`src/rtl/core/adaptive_interval_controller_assert.svh`:
```
// Assertion macros for the adaptive interval controller.
// Included by the top level; depends on nothing else.
`ifndef ADAPTIVE_INTERVAL_CONTROLLER_ASSERT_SVH
`define ADAPTIVE_INTERVAL_CONTROLLER_ASSERT_SVH

// Checks a condition at every clock edge outside reset.
`define AIC_CHECK(label, clk, rst_n, cond, msg) \
    label: assert property (@(posedge clk) disable iff (!rst_n) (cond)) \
        else $error(msg);

// Checks a consequence in the cycle after the antecedent holds.
`define AIC_CHECK_NEXT(label, clk, rst_n, ante, cons, msg) \
    label: assert property (@(posedge clk) disable iff (!rst_n) (ante) |=> (cons)) \
        else $error(msg);

`endif

```
`src/rtl/core/aic_pkg.sv`:
```
// Shared types and constants for the adaptive interval controller.
// Used by aic_datapath and adaptive_interval_controller; depends on nothing.
package aic_pkg;

    localparam int unsigned THR_W    = 16;
    localparam int unsigned FACTOR_W = 16;
    localparam int unsigned CFG_IV_W = 24;
    localparam int unsigned CFG_W    = 24;
    localparam int unsigned CFG_IDX_W = 3;
    localparam int unsigned ACT_W    = 16;
    // Fraction bits of the Q8.8 factors.
    localparam int unsigned FRAC_W   = 8;

    typedef enum logic [CFG_IDX_W-1:0] {
        REG_HIGH_THRESHOLD = 3'd0,
        REG_LOW_THRESHOLD  = 3'd1,
        REG_SHRINK_FACTOR  = 3'd2,
        REG_GROW_FACTOR    = 3'd3,
        REG_MIN_INTERVAL   = 3'd4,
        REG_MAX_INTERVAL   = 3'd5,
        REG_START_INTERVAL = 3'd6
    } cfg_index_t;

    localparam logic OP_RECORD  = 1'b0;
    localparam logic OP_RESTART = 1'b1;

    localparam logic [THR_W-1:0]    HIGH_THRESHOLD_RST = 16'd205;
    localparam logic [THR_W-1:0]    LOW_THRESHOLD_RST  = 16'd51;
    localparam logic [FACTOR_W-1:0] SHRINK_FACTOR_RST  = 16'd128;
    localparam logic [FACTOR_W-1:0] GROW_FACTOR_RST    = 16'd512;
    localparam logic [CFG_IV_W-1:0] MIN_INTERVAL_RST   = 24'd10;
    localparam logic [CFG_IV_W-1:0] MAX_INTERVAL_RST   = 24'd10000;
    localparam logic [CFG_IV_W-1:0] START_INTERVAL_RST = 24'd1000;

    typedef struct packed {
        logic [THR_W-1:0]    high_threshold;
        logic [THR_W-1:0]    low_threshold;
        logic [FACTOR_W-1:0] shrink_factor;
        logic [FACTOR_W-1:0] grow_factor;
        logic [CFG_IV_W-1:0] min_interval;
        logic [CFG_IV_W-1:0] max_interval;
        logic [CFG_IV_W-1:0] start_interval;
    } cfg_t;

    typedef struct packed {
        logic changed;
        logic at_min;
        logic at_max;
    } flags_t;

endpackage

```
`src/rtl/core/aic_datapath.sv`:
```
// Next-state logic for one item: threshold test, Q8.8 scale with round half up,
// clamp, status flags and saturating counters. Depends on aic_pkg.
module aic_datapath #(
    parameter int unsigned INTERVAL_BITS = 24,
    parameter int unsigned COUNT_BITS    = 32
) (
    input  logic                         op,
    input  logic [aic_pkg::ACT_W-1:0]    activity,
    input  aic_pkg::cfg_t                cfg,
    input  logic [INTERVAL_BITS-1:0]     interval,
    input  logic [COUNT_BITS-1:0]        records,
    input  logic [COUNT_BITS-1:0]        speedups,
    input  logic [COUNT_BITS-1:0]        slowdowns,
    output logic [INTERVAL_BITS-1:0]     interval_next,
    output aic_pkg::flags_t              flags,
    output logic [COUNT_BITS-1:0]        records_next,
    output logic [COUNT_BITS-1:0]        speedups_next,
    output logic [COUNT_BITS-1:0]        slowdowns_next
);

    localparam int unsigned PROD_W = INTERVAL_BITS + aic_pkg::FACTOR_W;
    localparam int unsigned SCALE_W = PROD_W - aic_pkg::FRAC_W;
    localparam int unsigned CMP_W =
        (SCALE_W > aic_pkg::CFG_IV_W) ? SCALE_W : aic_pkg::CFG_IV_W;
    localparam logic [PROD_W-1:0] HALF = PROD_W'(1) << (aic_pkg::FRAC_W - 1);

    logic                      is_record;
    logic                      hit_high;
    logic                      hit_low;
    logic [aic_pkg::FACTOR_W-1:0] factor;
    logic [PROD_W-1:0]         product;
    logic [PROD_W-1:0]         rounded;
    logic [CMP_W-1:0]          candidate;
    logic [CMP_W-1:0]          min_ext;
    logic [CMP_W-1:0]          max_ext;
    logic [CMP_W-1:0]          clamped;
    logic [CMP_W-1:0]          next_ext;

    function automatic logic [COUNT_BITS-1:0] sat_inc(input logic [COUNT_BITS-1:0] c);
        return (&c) ? c : c + 1'b1;
    endfunction

    assign is_record = (op == aic_pkg::OP_RECORD);
    assign hit_high  = (activity >= cfg.high_threshold);
    // The high threshold wins when a sample meets both.
    assign hit_low   = !hit_high && (activity <= cfg.low_threshold);
    assign factor    = hit_high ? cfg.shrink_factor : cfg.grow_factor;
    assign product   = PROD_W'(interval) * PROD_W'(factor);
    assign rounded   = product + HALF;

    assign min_ext = CMP_W'(cfg.min_interval);
    assign max_ext = CMP_W'(cfg.max_interval);

    always_comb
    begin
        if (hit_high || hit_low)
        begin
            candidate = CMP_W'(rounded[PROD_W-1:aic_pkg::FRAC_W]);
        end
        else
        begin
            candidate = CMP_W'(interval);
        end
        // Max first, then min, so an inverted range settles on the minimum.
        clamped = (candidate > max_ext) ? max_ext : candidate;
        if (clamped < min_ext)
        begin
            clamped = min_ext;
        end
        if (is_record)
        begin
            interval_next = clamped[INTERVAL_BITS-1:0];
        end
        else
        begin
            interval_next = INTERVAL_BITS'(cfg.start_interval);
        end
    end

    assign next_ext = CMP_W'(interval_next);

    assign flags.changed = is_record && (interval_next != interval);
    assign flags.at_min  = (next_ext <= min_ext);
    assign flags.at_max  = (next_ext >= max_ext);

    assign records_next   = is_record ? sat_inc(records) : records;
    assign speedups_next  = (is_record && hit_high) ? sat_inc(speedups) : speedups;
    assign slowdowns_next = (is_record && hit_low) ? sat_inc(slowdowns) : slowdowns;

endmodule

```
`src/rtl/core/adaptive_interval_controller.sv`:
```
// Channel  | Dir | Transaction
// s_axis   | in  | tuser: operation; tdata: activity (Q8.8)
// m_axis   | out | tdata: interval, flags, three counters
// cfg      | in  | one register write per cycle with cfg_write high
//
// Each item passes an input register, the next-state logic (a multiply by the
// Q8.8 factor, round and clamp) and a result register, one item per cycle
// sustained while the result is not stalled. The interval feedback loop
// through the multiplier closes combinationally. Reset clears the valid
// bits and counters and loads the start interval. A stalled result holds the
// result register and the pipeline; the input register still takes one item.
// Top level of the adaptive interval controller; depends on aic_pkg,
// aic_datapath and adaptive_interval_controller_assert.svh.
`include "adaptive_interval_controller_assert.svh"

module adaptive_interval_controller #(
    parameter int unsigned INTERVAL_BITS = 24,
    parameter int unsigned COUNT_BITS    = 32
) (
    input  logic clk,
    input  logic rst_n,
    input  logic                            s_tvalid,
    output logic                            s_tready,
    input  logic [aic_pkg::ACT_W-1:0]       s_tdata,   // [15:0] activity
    input  logic                            s_tuser,   // [0] operation
    output logic                            m_tvalid,
    input  logic                            m_tready,
    // interval_now, changed, at_min, at_max, record_count, speedup_count,
    // slowdown_count, then zero fill to whole bytes
    output logic [((INTERVAL_BITS + 3 + 3*COUNT_BITS + 7) / 8) * 8 - 1:0] m_tdata,
    input  logic                            cfg_write,
    input  logic [aic_pkg::CFG_IDX_W-1:0]   cfg_index,
    input  logic [aic_pkg::CFG_W-1:0]       cfg_data
);

    localparam int unsigned OUT_W = ((INTERVAL_BITS + 3 + 3*COUNT_BITS + 7) / 8) * 8;

    aic_pkg::cfg_t cfg_reg;

    logic                          in_valid_reg;
    logic                          in_op_reg;
    logic [aic_pkg::ACT_W-1:0]     in_act_reg;

    logic [INTERVAL_BITS-1:0]      interval_reg;
    logic [COUNT_BITS-1:0]         records_reg;
    logic [COUNT_BITS-1:0]         speedups_reg;
    logic [COUNT_BITS-1:0]         slowdowns_reg;

    logic                          out_valid_reg;
    aic_pkg::flags_t               out_flags_reg;

    logic [INTERVAL_BITS-1:0]      interval_next;
    logic [COUNT_BITS-1:0]         records_next;
    logic [COUNT_BITS-1:0]         speedups_next;
    logic [COUNT_BITS-1:0]         slowdowns_next;
    aic_pkg::flags_t               flags_next;

    logic                          advance;

    // The item in the input register moves on when the result register is free.
    assign advance  = in_valid_reg && (!out_valid_reg || m_tready);
    assign s_tready = !in_valid_reg || advance;

    always_ff @(posedge clk or negedge rst_n)
    begin
        if (!rst_n)
        begin
            cfg_reg.high_threshold <= aic_pkg::HIGH_THRESHOLD_RST;
            cfg_reg.low_threshold  <= aic_pkg::LOW_THRESHOLD_RST;
            cfg_reg.shrink_factor  <= aic_pkg::SHRINK_FACTOR_RST;
            cfg_reg.grow_factor    <= aic_pkg::GROW_FACTOR_RST;
            cfg_reg.min_interval   <= aic_pkg::MIN_INTERVAL_RST;
            cfg_reg.max_interval   <= aic_pkg::MAX_INTERVAL_RST;
            cfg_reg.start_interval <= aic_pkg::START_INTERVAL_RST;
        end
        else if (cfg_write)
        begin
            case (cfg_index)
                aic_pkg::REG_HIGH_THRESHOLD:
                    cfg_reg.high_threshold <= cfg_data[aic_pkg::THR_W-1:0];
                aic_pkg::REG_LOW_THRESHOLD:
                    cfg_reg.low_threshold <= cfg_data[aic_pkg::THR_W-1:0];
                aic_pkg::REG_SHRINK_FACTOR:
                    cfg_reg.shrink_factor <= cfg_data[aic_pkg::FACTOR_W-1:0];
                aic_pkg::REG_GROW_FACTOR:
                    cfg_reg.grow_factor <= cfg_data[aic_pkg::FACTOR_W-1:0];
                aic_pkg::REG_MIN_INTERVAL:
                    cfg_reg.min_interval <= cfg_data[aic_pkg::CFG_IV_W-1:0];
                aic_pkg::REG_MAX_INTERVAL:
                    cfg_reg.max_interval <= cfg_data[aic_pkg::CFG_IV_W-1:0];
                aic_pkg::REG_START_INTERVAL:
                    cfg_reg.start_interval <= cfg_data[aic_pkg::CFG_IV_W-1:0];
                default:
                    ;
            endcase
        end
    end

    always_ff @(posedge clk or negedge rst_n)
    begin
        if (!rst_n)
        begin
            in_valid_reg <= 1'b0;
        end
        else if (s_tready)
        begin
            in_valid_reg <= s_tvalid;
        end
    end

    always_ff @(posedge clk)
    begin
        if (s_tready && s_tvalid)
        begin
            in_op_reg  <= s_tuser;
            in_act_reg <= s_tdata;
        end
    end

    aic_datapath #(
        .INTERVAL_BITS (INTERVAL_BITS),
        .COUNT_BITS    (COUNT_BITS)
    ) u_datapath (
        .op             (in_op_reg),
        .activity       (in_act_reg),
        .cfg            (cfg_reg),
        .interval       (interval_reg),
        .records        (records_reg),
        .speedups       (speedups_reg),
        .slowdowns      (slowdowns_reg),
        .interval_next  (interval_next),
        .flags          (flags_next),
        .records_next   (records_next),
        .speedups_next  (speedups_next),
        .slowdowns_next (slowdowns_next)
    );

    // The state registers double as the counter and interval fields of the result.
    always_ff @(posedge clk or negedge rst_n)
    begin
        if (!rst_n)
        begin
            interval_reg  <= INTERVAL_BITS'(aic_pkg::START_INTERVAL_RST);
            records_reg   <= '0;
            speedups_reg  <= '0;
            slowdowns_reg <= '0;
            out_valid_reg <= 1'b0;
        end
        else
        begin
            if (advance)
            begin
                interval_reg  <= interval_next;
                records_reg   <= records_next;
                speedups_reg  <= speedups_next;
                slowdowns_reg <= slowdowns_next;
                out_valid_reg <= 1'b1;
            end
            else if (m_tready)
            begin
                out_valid_reg <= 1'b0;
            end
        end
    end

    always_ff @(posedge clk)
    begin
        if (advance)
        begin
            out_flags_reg <= flags_next;
        end
    end

    assign m_tvalid = out_valid_reg;
    assign m_tdata  = OUT_W'({slowdowns_reg, speedups_reg, records_reg,
                              out_flags_reg.at_max, out_flags_reg.at_min,
                              out_flags_reg.changed, interval_reg});

    `AIC_CHECK(a_counts_bounded, clk, rst_n,
        (records_reg >= speedups_reg) && (records_reg >= slowdowns_reg),
        "speedup or slowdown count exceeds record count")

    `AIC_CHECK_NEXT(a_records_monotonic, clk, rst_n, 1'b1,
        records_reg >= $past(records_reg),
        "record count decreased")

    `AIC_CHECK_NEXT(a_restart_unchanged, clk, rst_n,
        advance && (in_op_reg == aic_pkg::OP_RESTART),
        !out_flags_reg.changed && (records_reg == $past(records_reg)),
        "restart reported a change or counted a record")

    `AIC_CHECK_NEXT(a_stall_holds_state, clk, rst_n,
        out_valid_reg && !m_tready,
        $stable(interval_reg) && out_valid_reg,
        "state moved while a result was stalled")

endmodule
```
`config.mk`:
```
export PLATFORM = sky130hd
export DESIGN_NAME = adaptive_interval_controller
export DESIGN_NICKNAME = d
export VERILOG_FILES = /design/src/rtl/core/aic_pkg.sv /design/src/rtl/core/aic_datapath.sv /design/src/rtl/core/adaptive_interval_controller.sv
export VERILOG_INCLUDE_DIRS = /design/src /design/src/rtl/core
export SDC_FILE = /design/constraint.sdc
export NUM_CORES = 2
export LEC_CHECK = 0
export BUFFER_PORTS_ARGS = -buffer_cell sky130_fd_sc_hd__buf_2
export CAP_MARGIN = 10
export CELL_PAD_IN_SITES_DETAIL_PLACEMENT = 0
export CELL_PAD_IN_SITES_GLOBAL_PLACEMENT = 1
export CORE_ASPECT_RATIO = 1.75
export CORE_MARGIN = 1
export CORE_UTILIZATION = 41
export CTS_CLUSTER_SIZE = 10
export DETAILED_ROUTE_END_ITERATION = 6
export GPL_TIMING_DRIVEN = 1
export PLACE_DENSITY = 0.8
export RECOVER_POWER = 25
export REMOVE_ABC_BUFFERS = 1
export SETUP_SLACK_MARGIN = 0.1
export SYNTH_ARGS = -nofsm -noshare
export SYNTH_HDL_FRONTEND = slang
export SYNTH_SLANG_ARGS = --single-unit
```
`constraint.sdc`:
```
create_clock -name clk -period 15.25 [get_ports clk]
set_input_delay 3.05 -clock clk [delete_from_list [all_inputs] [get_ports clk]]
set_output_delay 3.05 -clock clk [all_outputs]
set_load 0.005 [all_outputs]
```
==> impl_results.rst <==
.. list-table::
   :header-rows: 1

   * - Metric
     - Value
   * - Root buffer cell
     - clkbuf_16
   * - Number of buffers created by CTS
     - 34
   * - Capturing point of the worst reg2reg path
     - m_tdata[26]
   * - CP required
     - 15.54 ns
   * - Hold/Removal Path Class
     - flip-flop to flip-flop
   * - Most common cell in the netlist
     - inv_1
   * - Number of global-route vias before repair
     - around 27000
   * - H-tree levels
     - 2
   * - Yosys warnings
     - 0
   * - Max-slew violations
     - roughly 170
   * - Total congestion overflow
     - 0
   * - Global router's overall resource usage
     - between 20% and 30%
   * - DIE AREA
     - roughly 0.073 sq mm
   * - Total of max-cap violations
     - 2
   * - Critical path launch point type
     - flip-flop
   * - Count of input and output buffers
     - 173
   * - Routed length per placed instance
     - between 20 and 25 um
   * - Min Tclk post-route
     - roughly 15 ns
   * - Number of enable flip-flop cells after synthesis
     - 20
   * - Failing checks
     - capacitance limit, slew limit
   * - Growth of design area from synthesis to finish
     - 23.11%
   * - Synthesized area per cell
     - 9.168 sq um
   * - Clock tree from TritonCTS
     - yes
   * - Remaining antenna violation count
     - 0
   * - Highest clock rate
     - 66.60 MHz
   * - Setup repair after global routing missed its margin
     - yes
   * - I/O Pins
     - 179
   * - GP Congestion
     - 1.045
   * - Quantity of hold-fixing buffers added after cts
     - 0
   * - Slew at the pin with the worst max-slew slack
     - between 6 and 7 ns
   * - Final layout net count
     - between 4000 and 5000
   * - Run status
     - complete, but fails checks
   * - Critical hold path startpoint
     - records_reg[13]
   * - DRC violation count after routing
     - 0
   * - CTS Sinks
     - roughly 280
   * - Total routed wirelength
     - 105200 um
   * - Fraction of final layout cells sized beyond drive strength 1
     - roughly a quarter
   * - Number of violations reported at the end of detailed-routing iteration 0
     - between 1000 and 1500
   * - Initial Utilization
     - 41.60%
   * - Core region area
     - between 0.07 and 0.08 sq mm
   * - Cell Area, Synth
     - a little under 0.03 sq mm
   * - Register-to-register setup slack
     - around 0.23 ns
   * - Number of instances in the synthesized netlist
     - approximately 3200
   * - Total via count in the routed design
     - roughly 25000
   * - First-pass iteration count of the detailed router
     - 7
   * - Critical path fanouts, max
     - 12
   * - Antenna violations before repair
     - 1
   * - Dominant synthesized flop cell
     - dfrtp_1
   * - Instance area after placement
     - roughly 0.034 sq mm
   * - Register bit total from synthesis
     - ~280
   * - Final instance area
     - approximately 0.036 sq mm
   * - First-pass GRT wire length
     - 159600 um
   * - Critical setup path kind
     - flip-flop to flip-flop
   * - Arrival time reported for the critical path endpoint
     - about 15 ns
   * - Clock Skews
     - slightly below 0.03 ns
   * - Final HPWL DP
     - 84010 um
   * - Worst R2R Start
     - cfg_reg[127]
   * - Die span in y
     - about 360 um
   * - Biggest cell delay along the critical path
     - 0.58 ns
   * - Largest net degree at the start of global routing
     - 123
   * - Top cell type by total area after synthesis
     - fa_1
   * - Commonest cells post-synth
     - 502 x inv_1, 410 x nand2_1, 306 x fa_1, 257 x ha_1, 228 x dfrtp_1
   * - CTS Buffer Depth
     - 3
   * - Fraction of synthesis flops using an asynchronous set or reset pin
     - 92.81%
   * - CTS clk-pin slew, worst paths
     - ~0.06 ns
   * - Most used cell along the critical path
     - a21o_1
   * - Die boundary width
     - between 200 and 250 um
   * - Seq/Total Area, Yosys
     - about a quarter
   * - Post-Route Setup TNS
     - 0 ns
   * - Most area-consuming cells after synthesis
     - fa_1 21%, dfrtp_1 19%, ha_1 11%, inv_1 6.4%, mux2_2 5.4%
   * - Post-synth cell types
     - 86
   * - Relative max-transition margin
     - -363.6%
   * - Slowest CP cell
     - fa_1
   * - Critical Path Sink Type
     - flip-flop
   * - Final count of negative-setup-slack endpoints
     - 0
   * - Number of flip-flops under the largest register name
     - roughly 140
   * - Endpoints failing hold
     - 0
   * - Hold worst-path end
     - records_reg[13]
   * - Worst Hold Path Cells
     - 1
   * - Count of standard-cell rows
     - 129
   * - Number of fill cells in the layout
     - around 6600
   * - Depth of the most critical reg-to-reg path
     - approximately 70
   * - Worst skew pair latency
     - around 0.56 ns
   * - Post-route clock period utilization
     - between 90% and 100%
   * - Vias per cell
     - about 5.4
   * - Synth top area share
     - between 20% and 30%
-- cells in the final DEF, fill, tap and decap left out, types with 55 or more instances in the layout --
master     n
nor2_1   136
mux2_2   123
buf_4    361
ha_1     227
nand4_1   67
a21o_1    55
inv_1    472
fa_1     289
a21oi_1   95
o21ai_0  117
xor2_1    58
nand2_1  402
dfrtp_1  228
xnor2_1  101
and2_1   120
buf_2    169
-- kinds of logic after synthesis --
group                      count (synthesis)  synth area share [%]
xor gates and xnor gates                 160                 4.754
and+or+nand+nor                          958                 15.68
AOI/OAI and AO/OA                        445                 9.381
DFF                                      278                 24.07
buffers and inverters                    655                 8.490
other                                      1               0.01272
adders and majority gates                563                 31.69
muxes                                    155                 5.926
-- per-layer routing --
metal / up-vias / global-route usage, % / wire length, um
met5: - / 0.06614 / 11
met4: 2 / 20.90 / 8514
met3: 368 / 3.699 / 4208
met2: 779 / 55.19 / 56490
met1: 12543 / 29.46 / 35980
li1: 11365 / - / -
-- layout make-up --
type	count	area, sq um	area share, %
multi-input combinational	2286	20900	57.61
sequential	278	7094	19.55
timing repair buffer	581	4223	11.64
inverter	505	1896	5.224
tap	917	1147	3.162
clock buffer	58	950.9	2.621
clock inverter	4	67.56	0.1862
antenna	2	5.005	0.01379
-- worst max-delay path by stage --
stage / cells after the start / to / slack [ns] / start
after global placement: 71 / m_tdata[26] / -0.58 / cfg_reg[120]
after CTS: 74 / m_tdata[26] / 0.11 / in_act_reg[13]
after floorplan: 65 / m_tdata[26] / -0.22 / cfg_reg[120]
after detailed placement: 67 / m_tdata[26] / -0.72 / cfg_reg[120]
after global routing: 80 / m_tdata[26] / -0.32 / in_act_reg[14]
final: 72 / m_tdata[26] / 0.23 / cfg_reg[127]
-- through the flow --
step                utilization (%)  cells  worst slack (ns)  hold slack (ns)
floorplan                         -   3069           -0.2235           0.4569
global placement              47.59   4516           -0.5820           0.4716
detailed placement            47.59   4516           -0.7223           0.4773
CTS                           49.93   4600            0.1072           0.4859
global route                  51.21   4629           -0.3246           0.5015
finish                        51.21   4631            0.2344           0.4904
-- critical path, delay by kind of cell, from the launching register on --
kind / cells / cell delay (ns)
and+or+nand+nor: 13 / 2.75
buffers and inverters: 15 / 1.69
muxes: 2 / 0.55
xor gates and xnor gates: 1 / 0.21
AOI/OAI and AO/OA: 30 / 4.53
DFF: 1 / 0.52
adders and majority gates: 11 / 4.49
-- what timing repair did --
action,CTS,global route
buffers inserted,21,27
endpoints found under the hold margin,0,0
endpoints found under the setup margin,2,2
resized for setup,103,173
cloned,1,1
pin swaps,64,163
Power is left out: the tool's default activity adds up to more than one toggle a clock period on the data nets, which glitch-free logic cannot reach.
